--- config.mk ---
export PLATFORM = sky130hd
export DESIGN_NAME = fca_ctrl
export DESIGN_NICKNAME = d
export VERILOG_FILES = /design/src/rtl/fca_pkg.sv /design/src/rtl/fca_ctrl.sv
export SDC_FILE = /design/constraint.sdc
export NUM_CORES = 1
export LEC_CHECK = 0
export ABC_CLOCK_PERIOD_IN_PS = 1920
export BUFFER_PORTS_ARGS = -buffer_cell sky130_fd_sc_hd__buf_2
export CORE_MARGIN = 2
export CORE_UTILIZATION = 45
export CTS_CLUSTER_SIZE = 20
export DETAILED_ROUTE_END_ITERATION = 12
export GPL_ROUTABILITY_DRIVEN = 1
export PLACE_DENSITY = 0.85
export SLEW_MARGIN = 20
export SYNTH_ARGS = -nofsm -noshare
export SYNTH_HDL_FRONTEND = slang
export SYNTH_SLANG_ARGS = --single-unit
--- constraint.sdc ---
create_clock -name clk -period 1.92 [get_ports clk]
set_clock_uncertainty 0.05 [all_clocks]
set_input_delay 0.48 -clock clk [delete_from_list [all_inputs] [get_ports clk]]
set_output_delay 0.48 -clock clk [all_outputs]
set_load 0.01 [all_outputs]
--- src/rtl/fca_pkg.sv ---
// fca_pkg: shared types, codes and constants of the fat16 cluster chain allocator
// used by the controller, the datapath and the top level
// no dependencies
package fca_pkg;

	// table geometry
	localparam int TABLE_DEPTH = 4096;
	localparam int IDX_W       = $clog2(TABLE_DEPTH);
	localparam int CNT_W       = IDX_W + 1;

	// field widths
	localparam int ENTRY_W    = 16;
	localparam int LEN_W      = 32;
	localparam int CC_W       = 13;
	localparam int MEDIA_W    = 8;
	localparam int SHIFT_W    = 4;
	localparam int CFG_DATA_W = 13;
	localparam int CFG_IDX_W  = 2;

	// configuration register indexes
	localparam logic [CFG_IDX_W-1:0] CFG_CLUSTER_COUNT = 2'd0;
	localparam logic [CFG_IDX_W-1:0] CFG_MEDIA_TYPE    = 2'd1;
	localparam logic [CFG_IDX_W-1:0] CFG_CLUSTER_SHIFT = 2'd2;

	// configuration reset values
	localparam logic [CC_W-1:0]    CC_RESET    = 13'd4096;
	localparam logic [MEDIA_W-1:0] MEDIA_RESET = 8'd248;
	localparam logic [SHIFT_W-1:0] SHIFT_RESET = 4'd11;

	// request codes
	localparam logic [1:0] FN_FORMAT = 2'd0;
	localparam logic [1:0] FN_ALLOC  = 2'd1;
	localparam logic [1:0] FN_FREE   = 2'd2;
	localparam logic [1:0] FN_READ   = 2'd3;

	// status codes
	localparam logic [1:0] ST_OK      = 2'd0;
	localparam logic [1:0] ST_NOSPACE = 2'd1;
	localparam logic [1:0] ST_RANGE   = 2'd2;
	localparam logic [1:0] ST_LONG    = 2'd3;

	// entry constants
	localparam logic [7:0]         ENTRY0_HI  = 8'hFF;
	localparam logic [ENTRY_W-1:0] END_MARK   = 16'hFFFF;
	localparam logic [ENTRY_W-1:0] FREE_ENTRY = 16'h0000;
	localparam int                 FIRST_DATA = 2;

	typedef struct packed {
		logic [1:0]       func;
		logic [LEN_W-1:0] byte_length;
		logic [15:0]      cluster;
	} req_t;

	typedef struct packed {
		logic [1:0]         status;
		logic [15:0]        first_cluster;
		logic [ENTRY_W-1:0] entry_value;
	} res_t;

	// controller to datapath
	typedef struct packed {
		logic       load;
		logic       fmt_init;
		logic       fmt_step;
		logic       rd_issue;
		logic       em_issue;
		logic       em_latch;
		logic       scan_init;
		logic       cnt_step;
		logic       link_step;
		logic       tail_write;
		logic       fr_issue;
		logic       fr_eval;
		logic       fin;
		logic [1:0] fin_status;
		logic       fin_head;
		logic       fin_value;
	} cmd_t;

	// datapath to controller
	typedef struct packed {
		logic [1:0] func;
		logic       need_zero;
		logic       read_range_bad;
		logic       free_range_bad;
		logic       fmt_last;
		logic       scan_done;
		logic       space_short;
		logic       rem_zero;
		logic       steps_over;
		logic       next_is_end;
		logic       next_bad;
	} sts_t;

endpackage

--- src/rtl/fca_ctrl.sv ---
// fca_ctrl: request sequencer of the fat16 cluster chain allocator
// drives cmd_t towards fca_dp and reacts to its sts_t; uses fca_pkg
module fca_ctrl (
	input  logic          clk,
	input  logic          arst_n,
	input  logic          start,
	output logic          busy,
	output fca_pkg::cmd_t cmd,
	input  fca_pkg::sts_t sts
);
	import fca_pkg::*;

	localparam logic [3:0] S_IDLE = 4'd0;
	localparam logic [3:0] S_DISP = 4'd1;
	localparam logic [3:0] S_FMT  = 4'd2;
	localparam logic [3:0] S_RDW  = 4'd3;
	localparam logic [3:0] S_EMW  = 4'd4;
	localparam logic [3:0] S_CNT  = 4'd5;
	localparam logic [3:0] S_CHK  = 4'd6;
	localparam logic [3:0] S_LINK = 4'd7;
	localparam logic [3:0] S_TAIL = 4'd8;
	localparam logic [3:0] S_FI   = 4'd9;
	localparam logic [3:0] S_FE   = 4'd10;

	logic [3:0] state_q;
	logic [3:0] state_d;

	assign busy = (state_q != S_IDLE);

	// next state and commands
	always_comb begin
		state_d = state_q;
		cmd     = '0;
		case (state_q)
			S_IDLE: begin
				if (start) begin
					cmd.load = 1'b1;
					state_d  = S_DISP;
				end
			end
			S_DISP: begin
				case (sts.func)
					FN_FORMAT: begin
						cmd.fmt_init = 1'b1;
						state_d      = S_FMT;
					end
					FN_READ: begin
						if (sts.read_range_bad) begin
							cmd.fin        = 1'b1;
							cmd.fin_status = ST_RANGE;
							state_d        = S_IDLE;
						end else begin
							cmd.rd_issue = 1'b1;
							state_d      = S_RDW;
						end
					end
					FN_ALLOC: begin
						if (sts.need_zero) begin
							cmd.fin        = 1'b1;
							cmd.fin_status = ST_OK;
							cmd.fin_head   = 1'b1;
							state_d        = S_IDLE;
						end else begin
							cmd.em_issue = 1'b1;
							state_d      = S_EMW;
						end
					end
					FN_FREE: begin
						if (sts.free_range_bad) begin
							cmd.fin        = 1'b1;
							cmd.fin_status = ST_RANGE;
							state_d        = S_IDLE;
						end else begin
							cmd.em_issue = 1'b1;
							state_d      = S_EMW;
						end
					end
					default: state_d = S_IDLE;
				endcase
			end
			S_FMT: begin
				cmd.fmt_step = 1'b1;
				if (sts.fmt_last) begin
					cmd.fin        = 1'b1;
					cmd.fin_status = ST_OK;
					state_d        = S_IDLE;
				end
			end
			S_RDW: begin
				cmd.fin        = 1'b1;
				cmd.fin_status = ST_OK;
				cmd.fin_value  = 1'b1;
				state_d        = S_IDLE;
			end
			S_EMW: begin
				cmd.em_latch  = 1'b1;
				cmd.scan_init = 1'b1;
				state_d       = (sts.func == FN_ALLOC) ? S_CNT : S_FI;
			end
			S_CNT: begin
				cmd.cnt_step = 1'b1;
				if (sts.scan_done) begin
					state_d = S_CHK;
				end
			end
			S_CHK: begin
				if (sts.space_short) begin
					cmd.fin        = 1'b1;
					cmd.fin_status = ST_NOSPACE;
					state_d        = S_IDLE;
				end else begin
					cmd.scan_init = 1'b1;
					state_d       = S_LINK;
				end
			end
			S_LINK: begin
				cmd.link_step = 1'b1;
				if (sts.rem_zero) begin
					state_d = S_TAIL;
				end
			end
			S_TAIL: begin
				cmd.tail_write = 1'b1;
				cmd.fin        = 1'b1;
				cmd.fin_status = ST_OK;
				cmd.fin_head   = 1'b1;
				state_d        = S_IDLE;
			end
			S_FI: begin
				if (sts.steps_over) begin
					cmd.fin        = 1'b1;
					cmd.fin_status = ST_LONG;
					state_d        = S_IDLE;
				end else begin
					cmd.fr_issue = 1'b1;
					state_d      = S_FE;
				end
			end
			S_FE: begin
				cmd.fr_eval = 1'b1;
				if (sts.next_is_end) begin
					cmd.fin        = 1'b1;
					cmd.fin_status = ST_OK;
					state_d        = S_IDLE;
				end else if (sts.next_bad) begin
					cmd.fin        = 1'b1;
					cmd.fin_status = ST_RANGE;
					state_d        = S_IDLE;
				end else begin
					state_d = S_FI;
				end
			end
			default: state_d = S_IDLE;
		endcase
	end

	// state register
	always_ff @(posedge clk or negedge arst_n) begin
		if (!arst_n) begin
			state_q <= S_IDLE;
		end else begin
			state_q <= state_d;
		end
	end

endmodule

==> results.cfg <==
[run_status]
status = complete, but fails checks
violations = setup timing

[setup_path]
slowest_delay_ns = 0.45
path_buf_inv = 1
critPathSlowestCell = dfrtp_2
critical_path_required_ns = 1.39
cp_max_fo = 6
reg2reg_depth = 7
cp.depth = 5
worst-setup-path-type = flip-flop to output pin
path_cells = or2b_4 -> nor2_1 -> a22o_1 -> a311o_1 -> buf_2
start_kind = flip-flop
crit_family = compound AO/OA/AOI/OAI gates
arrival_ns = 1.56
setup.worst_path.end_class = output pin

[yosys]
syn-num-nets = 113
synth.distinct_cells = 35
synth_seq_cells = 4
synth_xor_area_share_pct = 0
synth_mux_area_share_pct = 0
synth.largest_area_cell = dfrtp_1
synth_compound_area_share_pct = 32.9
yosysWarnings = 0
synth_area_per_cell_sq_um = 7.32
synth_top_family_by_area = simple AND/OR/NAND/NOR gates
synthAdderAreaFrac_pct = 9.19
synth_cells = 93
synth_top_flop_cell = dfrtp_1
syn-cell-area_sq_um = 681
synth_top_area_share_pct = 14.7
synth_edf_count = 0
synth-simple-area-share_pct = 33.6
ys_seq_area_share_pct = 14.7
ys_top_cells_by_area = dfrtp_1 (15%), ha_1 (9.2%), nor3_1 (5.1%)
synth_async_sr_flop_share_pct = 100

[die]
start_util_pct = 46.8
die_w_um = 42.9
die_h_um = 42.9
core_sq_mm = 0.00145
die_area_sq_mm = 0.00184
io_pins = 33
fp-row-count = 14

[final_layout]
nets = 180
final_core_util_pct = 86.1
diodes = 0
largest_reg_flops = 4
final_cell_area_sq_mm = 0.00125
drive_gt1_share_pct = 58.9
regMostFlops = state_q
multi_input_area_sq_um = 602
seq_area_sq_um = 105
fillCellCount = 80
reg_top3 = state_q (4)
area_growth_pct = 84.0

[sta]
finalMaxSlewViolations = 0
finalCriticalPeriod_ns = 2.09
hold_viol_final = 0
setup_slack_ns = -0.167
fin_crit_sh_pct = 109
fmax_mhz = 479
slew_headroom_pct = 76.4
rsz0062_at_grt = yes
worst_pin_slew_ns = 0.350
setup-violations-final = 9

[detailed_routing]
met1Wirelength_um = 1040
viasPerCell = 5.75
drc = 0
wl_per_cell_um = 15.5
vias = 1001
dr_wl_met2_um = 1430
drt_first_pass_iters = 4
wl_met3_um = 208
routed_wl_um = 2710
top_layer = met4
initialDrtViolationCount = 58
ant_nets = 0

[clocking]
clockBufferDepth = 2
cts_buffers = 3
cts_sinks = 4
cts_tree = done
root_buffer = clkbuf_4
insertion_delay_ns = 0.23
htreeDepth = 1
cts.clk_slew.worst_paths_ns = 0.04

[pwr]
p_int_w = 0.000684
p_sw_w = 0.000559
switching_share_pct = 45.0
leakage_nw = 0.622
power_frac_comb_pct = 77.1
seqPwrFrac_pct = 14.7
clkPwrFrac_pct = 8.2
peakVddDrop_mv = 0.568
pwr_density_cell_mw_per_mm2 = 992

[placement]
routabilityCongestion = 0.901
dp_hpwl_um = 1810
placement.cell_area_sq_mm = 0.00104
portBuffers = 32

[grt]
grt_pass1_vias = 926
track_usage_pct = 27.2
grt_pass1_wl_um = 3830
antenna_found_initial = 0
grt_overflow = 0
grt_start_max_net_pins = 10

[hold_path]
hold_path.class = primary input to asynchronous set/reset pin

[flow_run]
drv_cap = 0
[synthesized netlist by cell type (2+ instances only)]
| cell | count |
|---|---|
| o32ai_1 | 2 |
| nand2b_1 | 3 |
| buf_4 | 3 |
| a21oi_1 | 5 |
| and2_1 | 3 |
| nor2_1 | 8 |
| nand2_1 | 8 |
| o21a_1 | 2 |
| o22ai_1 | 4 |
| inv_1 | 9 |
| dfrtp_1 | 4 |
| o21ai_0 | 3 |
| a22o_1 | 2 |
| nor2b_1 | 2 |
| ha_1 | 5 |
| nor3b_1 | 2 |
| and3_1 | 3 |
| nor3_1 | 7 |
| a211oi_1 | 2 |
[power groups by stage]
stage          logic (W)  clock network, W  registers (W)
3_5_place_dp    0.000753                 0       0.000169
2_1_floorplan   0.000474                 0       0.000133
3_3_place_gp    0.000734                 0       0.000168
6_report        0.000958          0.000102       0.000183
5_1_grt          0.00102          0.000111       0.000184
4_1_cts         0.000842          0.000104       0.000173
[path summary, 6_finish.rpt]
| kind | startpoint | slack, ns | to |
|---|---|---|---|
| worst min-delay path | arst_n | 0.53 | state_q[0] |
| worst max register to register | state_q[0] | 0.20 | state_q[0] |
| worst min register to register | state_q[3] | 0.65 | state_q[1] |
| min in group clk | sts[6] | 0.58 | state_q[1] |
| max in group asynchronous | arst_n | 1.16 | state_q[2] |
| worst max-delay path | state_q[0] | -0.17 | cmd[4] |
[layout by cell type, fill, tap and decap left out, drive strengths merged, types with 3 or more instances in the layout]
cell type / instances
clkbuf: 3
nand2: 8
a21oi: 5
inv: 9
nor2: 8
o22ai: 4
a211oi: 3
buf: 66
ha: 5
dfrtp: 4
o21ai: 3
nand2b: 3
and2: 3
nor3: 7
and3: 3
[final cells by class]
| type | count | share of cell area [%] |
|---|---|---|
| multi-input cells | 75 | 48.1 |
| repair buffers | 67 | 37.5 |
| flip-flops and latches | 4 | 8.39 |
| inverters | 9 | 2.70 |
| clock buffers | 3 | 1.80 |
| well taps | 16 | 1.60 |
[kinds of logic (layout without fill, tap and decap cells)]
family	count (synthesis)	count (layout)
fa+ha+maj	5	5
buf+inv	14	79
flops	4	4
compound gates	30	30
simple gates	40	40
[stage by stage]
stage | setup TNS (ns) | std cells | power [W] | hold WS [ns] | worst slack [ns]
2_1_floorplan | 0 | 93 | 0.000607 | 0.134 | 0.0196
3_3_place_gp | -0.275 | 164 | 0.000902 | 0.234 | -0.177
3_5_place_dp | -0.422 | 164 | 0.000922 | 0.237 | -0.236
4_1_cts | -0.812 | 172 | 0.00112 | 0.528 | -0.152
5_1_grt | -1.34 | 174 | 0.00132 | 0.528 | -0.200
6_report | -0.834 | 174 | 0.00124 | 0.525 | -0.167
[layer usage]
metal / track usage [%] / vias up
met4: 10.0 / 0
li1: - / 473
met5: 0 / -
met2: 49.4 / 70
met3: 4.26 / 6
met1: 31.5 / 452
[timing repair]
| action | 4_1_cts | 5_1_grt |
|---|---|---|
| endpoints found under the hold margin | 4 | 0 |
| setup endpoints to repair | 12 | 13 |
| hold buffers | 1 | 0 |
| setup buffers | 4 | 2 |
| pin swaps | 8 | 6 |
| resized for setup | 17 | 16 |
(Power assumes the default switching activity.)
